==> config.mk <==
export PLATFORM = sky130hd
export DESIGN_NAME = rsort_front_flat
export DESIGN_NICKNAME = d
export VERILOG_FILES = /design/src/design/rsort_pkg.sv /design/src/design/rsort_if.sv /design/src/design/rsort_front.sv /design/src/flat_wrapper.sv
export SDC_FILE = /design/constraint.sdc
export NUM_CORES = 1
export LEC_CHECK = 0
export BUFFER_PORTS_ARGS = -buffer_cell sky130_fd_sc_hd__buf_2
export CAP_MARGIN = 20
export CORE_MARGIN = 2
export CORE_UTILIZATION = 41
export DETAILED_ROUTE_END_ITERATION = 7
export GPL_ROUTABILITY_DRIVEN = 0
export PLACE_DENSITY = 0.65
export SETUP_SLACK_MARGIN = 0.02
export SLEW_MARGIN = 20
export SYNTH_ARGS = -nofsm -noshare
export SYNTH_HDL_FRONTEND = slang
export SYNTH_SLANG_ARGS = --single-unit
==> constraint.sdc <==
create_clock -name clk -period 2.1 [get_ports clk]
set_clock_uncertainty 0.1 [all_clocks]
set_input_delay 0.21 -clock clk [delete_from_list [all_inputs] [get_ports clk]]
set_output_delay 0.21 -clock clk [all_outputs]
set_load 0.1 [all_outputs]
==> src/design/rsort_pkg.sv <==
package rsort_pkg;

  localparam int MAX_RECORDS_DEF = 64;
  localparam int KEY_W           = 16;
  localparam int TAG_W           = 6;
  localparam int QUEUE_DEPTH     = 4;

  // one stored record
  typedef struct packed {
    logic [KEY_W-1:0] time_key;
    logic [KEY_W-1:0] pace_key;
    logic [TAG_W-1:0] tag;
  } rsort_rec_t;

  // queue entry from loader to sort engine
  typedef struct packed {
    rsort_rec_t rec;
    logic       last;
    logic       ksel;
  } rsort_entry_t;

  typedef enum logic [2:0] {
    ST_LOAD,
    ST_SETUP,
    ST_RDL,
    ST_RDR,
    ST_CMP,
    ST_EMIT_RD,
    ST_EMIT_CAP,
    ST_EMIT_HOLD
  } rsort_state_t;

  // sort key of a record: time key when ksel is set, else pace key
  function automatic logic [KEY_W-1:0] key_of(input rsort_rec_t r, input logic ksel);
    return ksel ? r.time_key : r.pace_key;
  endfunction

endpackage

==> src/design/rsort_if.sv <==
interface rsort_in_if;
  import rsort_pkg::*;
  logic             valid;
  logic             ready;
  logic [KEY_W-1:0] time_key;
  logic [KEY_W-1:0] pace_key;
  logic [TAG_W-1:0] record_tag;
  logic             last_record;

  modport source(output valid, time_key, pace_key, record_tag, last_record, input ready);
  modport sink(input valid, time_key, pace_key, record_tag, last_record, output ready);
endinterface


==> src/design/rsort_front.sv <==
module rsort_front
  import rsort_pkg::*;
(
  input  logic         clk,
  input  logic         rst,
  rsort_in_if.sink     records,
  input  logic         ksel,
  output rsort_entry_t q_entry,
  output logic         q_valid,
  input  logic         q_ready
);

  localparam int PW = $clog2(QUEUE_DEPTH);
  localparam int CW = $clog2(QUEUE_DEPTH + 1);

  rsort_entry_t     slots [QUEUE_DEPTH];
  logic [PW-1:0]    wptr;
  logic [PW-1:0]    rptr;
  logic [CW-1:0]    fill;
  logic             push;
  logic             pop;
  rsort_entry_t     new_entry;

  // pack the request with the key select in force when it arrives
  always_comb begin
    new_entry.rec.time_key = records.time_key;
    new_entry.rec.pace_key = records.pace_key;
    new_entry.rec.tag      = records.record_tag;
    new_entry.last         = records.last_record;
    new_entry.ksel         = ksel;
  end

  assign records.ready = (fill != CW'(QUEUE_DEPTH));
  assign push          = records.valid && records.ready;
  assign q_valid       = (fill != '0);
  assign pop           = q_valid && q_ready;
  assign q_entry       = slots[rptr];

  // queue storage
  always_ff @(posedge clk) begin
    if (push) begin
      slots[wptr] <= new_entry;
    end
  end

  // queue pointers
  always_ff @(posedge clk) begin
    if (rst) begin
      wptr <= '0;
      rptr <= '0;
      fill <= '0;
    end else begin
      if (push) wptr <= wptr + PW'(1);
      if (pop)  rptr <= rptr + PW'(1);
      unique case ({push, pop})
        2'b10:   fill <= fill + CW'(1);
        2'b01:   fill <= fill - CW'(1);
        default: fill <= fill;
      endcase
    end
  end

endmodule

==> src/flat_wrapper.sv <==
// flat-port wrapper written by rule: the top's interface ports become plain ports
module rsort_front_flat import rsort_pkg::*;
  (clk, rst, ksel, q_entry, q_valid, q_ready, records_valid, records_time_key, records_pace_key, records_record_tag, records_last_record, records_ready);
  rsort_in_if records_i ();
  input  logic clk;
  input  logic rst;
  input  logic ksel;
  output rsort_entry_t q_entry;
  output logic q_valid;
  input  logic q_ready;
  input wire logic [$bits(records_i.valid)-1:0] records_valid;
  input wire logic [$bits(records_i.time_key)-1:0] records_time_key;
  input wire logic [$bits(records_i.pace_key)-1:0] records_pace_key;
  input wire logic [$bits(records_i.record_tag)-1:0] records_record_tag;
  input wire logic [$bits(records_i.last_record)-1:0] records_last_record;
  output wire logic [$bits(records_i.ready)-1:0] records_ready;
  assign records_i.valid = records_valid;
  assign records_i.time_key = records_time_key;
  assign records_i.pace_key = records_pace_key;
  assign records_i.record_tag = records_record_tag;
  assign records_i.last_record = records_last_record;
  assign records_ready = records_i.ready;
  rsort_front u_core (.clk(clk), .rst(rst), .records(records_i), .ksel(ksel), .q_entry(q_entry), .q_valid(q_valid), .q_ready(q_ready));
endmodule
==> After elaboration in Yosys (flattened, before gate mapping) <==
Memories as Yosys holds them, arrays and structs flattened. A register that Yosys moved wholly into a read port is not among the register bits.
Cells that the tools add are included.
{ "op_classes": {"addsub": 4, "reduce_logical": 4, "n_eq_ne": 3, "n_mux": 5} }
{ "op_table": {"columns": ["op", "n"], "rows": [
  ["$pmux 3 s2", 1],
  ["$add 2x1->2 const B", 2],
  ["$mux 2", 2],
  ["$add 3x1->3 const B", 1],
  ["$ne 3x3->1 const B", 1],
  ["$reduce_bool 3->1", 1],
  ["$sub 3x1->3 const B", 1],
  ["$eq 2x1->1 const B", 1],
  ["$eq 2x2->1 const B", 1],
  ["$logic_and 1x1->1", 2],
  ["$mux 1", 2],
  ["$reduce_bool 2->1", 1]
]} }
{ "word_totals": {"n_memories": 1, "register_bits": 7, "mem_bits_rw": 160, "in_bits": 44, "elab_cells": 20} }
{ "mem_list": {"columns": ["memory", "words", "width", "read_ports", "rd_clocked_by_memory_dff", "wr", "line", "source"], "rows": [
  ["u_core.slots", 4, 40, 1, 1, 1, "rsort_front.sv:16", "rsort_entry_t slots [QUEUE_DEPTH];"]
]} }

==> Logic depth before layout (Yosys ltp) <==
{ "depth": {"word_depth": 4, "ltp_mapped": 9} }

==> Worst setup path after synthesis <==
No wires, ideal clock.
{ "synth_path": {"path_kind": "reg-to-reg", "from": "reg u_core.fill[0]", "to": "mem u_core.slots[2][0] (netlist name) (enable)", "period_less_slack_ns": 2.233, "stages_incl_launch_ff": 4, "arrival_time_ns": 1.731, "t_required_ns": 1.599, "setup_slack_ns": -0.133, "cell_sequence": "dfxtp_1 nor2_1 a21boi_2 and2_1"} }
{ "synth_between": {"elab_chain_cells": 4} }
{ "synth_rtl": {"columns": ["item", "line", "source"], "rows": [
  ["from (decl)", "rsort_front.sv:19", "logic [CW-1:0] fill;"],
  ["from (signal assigned)", "rsort_front.sv:56", "2'b10: fill <= fill + CW'(1);"],
  ["from (signal assigned)", "rsort_front.sv:57", "2'b01: fill <= fill - CW'(1);"],
  ["from (signal assigned)", "rsort_front.sv:58", "default: fill <= fill;"],
  ["$ne 3x3->1", "rsort_front.sv:33", "assign records.ready = (fill != CW'(QUEUE_DEPTH));"],
  ["$logic_and 1x1->1", "rsort_front.sv:34", "assign push = records.valid && records.ready;"],
  ["$mux 1", "rsort_front.sv:41", "if (push) begin"],
  ["$mux 1 (implied by the code)", "rsort_front.sv:42", "slots[wptr] <= new_entry;"],
  ["to (decl)", "rsort_front.sv:16", null]
]} }
No other way between the ends.

==> results.tsv <==
stage	metric	value	unit
cts	TritonCTS Sinks	169	
worst_hold_path	worst hold start	q_ready	
setup_path	delay-heaviest family, CP	multiplexers	
synth	ys flop type	edfxtp_1	
cts	CTS tree	built	
routing	Iteration-0 DRC Markers	130	
setup_path	CP Capture Type	output pin	
setup_path	CP cell instances	buf_12 -> mux4_2 -> buf_6	
status	outcome	completed	
synth	Net Count, Synth	311	
routing	DR vias/cell	4.974	
worst_hold_path	Worst Hold Depth	4	
synth	Synth area leader	edfxtp_1	
setup_path	WP buf/inv	2	
layout	layout cell share with drive strength beyond 1	0.4313	
synth	Yosys top cell area share	0.7634	
pwr	Clk pwr share	0.238	
synth	Synth area leaders	edfxtp_1, mux4_2, dfxtp_1	
setup_path	critical path's slowest cell	mux4_2	
layout	n_diodes	0	
layout	Final #Nets	459	
setup_path	r2r worst-path depth	9	
pwr	VDD IR max	1128	uV
synth	Post-Synth Simple-Gate Area	0.01392	
sta	Final Hold Fails	0	
synth	Synth Area in XOR/XNOR	0.005567	
synth	Post-synth EDFFs	160	
cts	Num CTS Buffers	17	
synth	largest family of logic cells by synthesized area	multiplexers	
setup_path	crit start category	flop	
layout	post-route cell area	0.008427	mm2
die	Initial Utilization	0.4171	
setup_path	end of the worst register-to-register path	u_core.fill[2]	
setup_path	crit path DAT	1.77	ns
synth	multiplexer share of the synthesized area	0.1465	
global_routing	largest net degree at the start of global routing	41	
synth	Compound-Gate Fraction of Synth Area	0.006958	
routing	DR vias	3034	
die	IO Pins	86	
sta	Slew headroom	0.6887	
setup_path	kind of critical path	reg2out	
global_routing	Total GRT Usage	0.1451	
pwr	Net Sw Frac	0.3998	
sta	final setup vio count	0	
cts	worst skew pair latency	0.42	ns
setup_path	Max Fanout on Critical Path	20	
global_routing	vias in the first global route	3183	
placed_design	HPWL Detailed	6249	um
synth	commonest cells in the netlist	edfxtp_1, mux4_2, dfxtp_1, nor2_1, inv_1	
global_routing	total congestion overflow	0	
setup_path	CP max stage delay	0.56	ns
routing	ANT nets after route	0	
synth	Syn Std Cell Area	0.006294	mm2
layout	area delta synth->final	33.90	%
die	Die ar.	0.01636	mm2
pwr	switching power	5121	uW
die	chip width	127.9	um
synth	number of distinct library cells after synthesis	24	
pwr	PwrDens	1520	mW/mm2
synth	most common cell in the netlist	edfxtp_1	
synth	Ys Warns	0	
synth	Syn Inst Count	261	
routing	Post-route DRC	0	
pwr	Comb power frac	0.434	
routing	DRT Wirelength	11090	um
setup_path	FF-to-FF setup slack	0.07	ns
setup_path	RR Startpoint	u_core.fill[1]	
cts	deepest clock path buffer count	2	
pwr	share of power burned in registers	0.328	
layout	fill count	1159	
sta	worst hold margin	0.1660	ns
synth	post-synthesis sequential area ratio	0.7920	
worst_hold_path	class of the worst hold path	in2reg	
routing	wire per inst	18.18	um
layout	register area	0.004999	mm2
die	Die Height	127.9	um
sta	Tmin final	2.075	ns
global_routing	initial antenna violation count	0	
cts	CTS clk-pin slew, worst paths	0.06	ns
sta	Slew Limit Fails	0	
worst_hold_path	worst hold endpoint	u_core.rptr[0]	
placed_design	IO buf count	85	
sta	worst-margin pin slew	0.4612	ns
sta	unrepaired setup endpoints after global routing	true	
sta	fmax	0.4818	GHz
pwr	Leakage Power	0.002883	uW
pwr	Pint	7689	uW
routing	DR pass1 iterations	4	
die	FP Rows	45	
layout	final core occ	0.5585	
cts	H-tree depth	4	
setup_path	CP required	1.79	ns
cts	clock root buffer master	clkbuf_16	
placed_design	Cell Area, Placed	0.007064	mm2
synth	Post-Synth Adder-Cell Area	0.01312	
flow_run	max-cap viol count	0	
synth	Async SR Flop Fraction	0	
die	area of the core	0.01509	mm2
pwr	Final Power	12810	uW
sta	Tcrit/Tclk final	0.9883	
synth	syn avg cell area	24.11	um2
synth	synthesized flop and latch total	169	
layout	Multi-input gate area	0.001205	mm2
global_routing	first-pass GRT wire length	16970	um
==> worst max-delay path by stage <==
stage               slack, ns           start              to  depth (start not counted)
finish                   0.02            flop     q_entry[33]                          3
global route            -0.06            flop     q_entry[17]                          3
CTS                     -0.02            flop     q_entry[33]                          3
detailed placement      -0.06  u_core.fill[0]  u_core.fill[2]                          9
global placement         0.14  u_core.fill[0]  u_core.fill[2]                          9
floorplan                0.13  u_core.fill[0]  u_core.fill[2]                          9
==> metal layers <==
layer | GRT usage | wire length [um] | up-vias
met3 | 0.04591 | 509 | 19
met5 | 0 | 0 | -
met2 | 0.2312 | 5571 | 85
met4 | 0.06206 | 229 | 0
li1 | - | - | 1381
met1 | 0.1850 | 4780 | 1549
==> power by group through the flow <==
| stage | Combinational, uW | Clock, uW | Sequential [uW] |
|---|---|---|---|
| finish | 5560 | 3050 | 4200 |
| global route | 5770 | 3260 | 4230 |
| CTS | 5580 | 3120 | 4190 |
| detailed placement | 4810 | 0 | 4260 |
| global placement | 4790 | 0 | 4230 |
| floorplan | 4170 | 0 | 4210 |
==> worst register-to-register path: stages (launching register included) <==
cell	delay (ns)
dfxtp_4	0.36
nor2_4	0.13
a21boi_2	0.07
inv_1	0.06
ha_2	0.18
inv_1	0.06
fa_2	0.33
xor2_1	0.17
o21ai_0	0.35
a21oi_4	0.11
==> final cells by class <==
class / count / area share
clock inverter: 13 / 0.01826
clock buffer: 19 / 0.05137
multi-input combinational: 76 / 0.1430
tap: 188 / 0.02791
sequential: 169 / 0.5932
inverter: 6 / 0.002673
timing repair buffer: 139 / 0.1636
==> state kept, by name, indices dropped and copies added (netlist names), named ones only <==
| register | count |
|---|---|
| u_core.wptr | 2 |
| u_core.fill | 3 |
| u_core.slots | 160 |
| u_core.rptr | 2 |
==> cell families after synthesis <==
family | Yosys count
AOI/OAI and AO/OA | 6
xor gates and xnor gates | 4
adders and majority gates | 6
buffers and inverters | 16
DFF | 169
muxes | 42
and+or+nand+nor | 18
==> through the flow <==
step | cells | TNS, ns | worst slack (ns)
after floorplan | 261 | 0 | 0.1289
after CTS | 609 | -0.2062 | -0.02267
after global placement | 536 | 0 | 0.1393
final | 610 | 0 | 0.02465
after global routing | 610 | -1.541 | -0.05896
after detailed placement | 536 | -0.05941 | -0.05941
==> cell usage in the layout (no fill, tap or decap) <==
master,count
xor2_1,3
a21oi_4,1
buf_8,7
nand2_1,1
bufinv_16,3
mux2_2,1
clkinv_2,3
clkinv_4,3
buf_2,45
o21ai_0,1
mux2i_1,1
buf_6,28
or3_1,1
or3_4,1
a21oi_1,1
nor2_1,8
nor2_4,1
edfxtp_1,160
mux4_2,40
clkinvlp_4,2
fa_2,1
clkbuf_16,17
ha_1,4
buf_4,3
dfxtp_1,4
a21boi_2,1
dfxtp_4,3
nand2b_1,2
dlygate4sd3_1,41
ha_2,1
buf_12,15
clkbuf_1,2
dfxtp_2,2
and2_2,4
xnor2_1,1
o31a_1,1
inv_1,6
o311ai_0,1
clkinv_1,2
==> timing repair <==
item | 4_1_cts | 5_1_grt
hold buffers | 41 | 0
resized for setup | 100 | 9
pin swaps | 0 | 3
endpoints found under the setup margin | 41 | 41
hold endpoints to repair | 167 | 0
setup buffers | 0 | 1
Power figures use the tool's default switching activity.
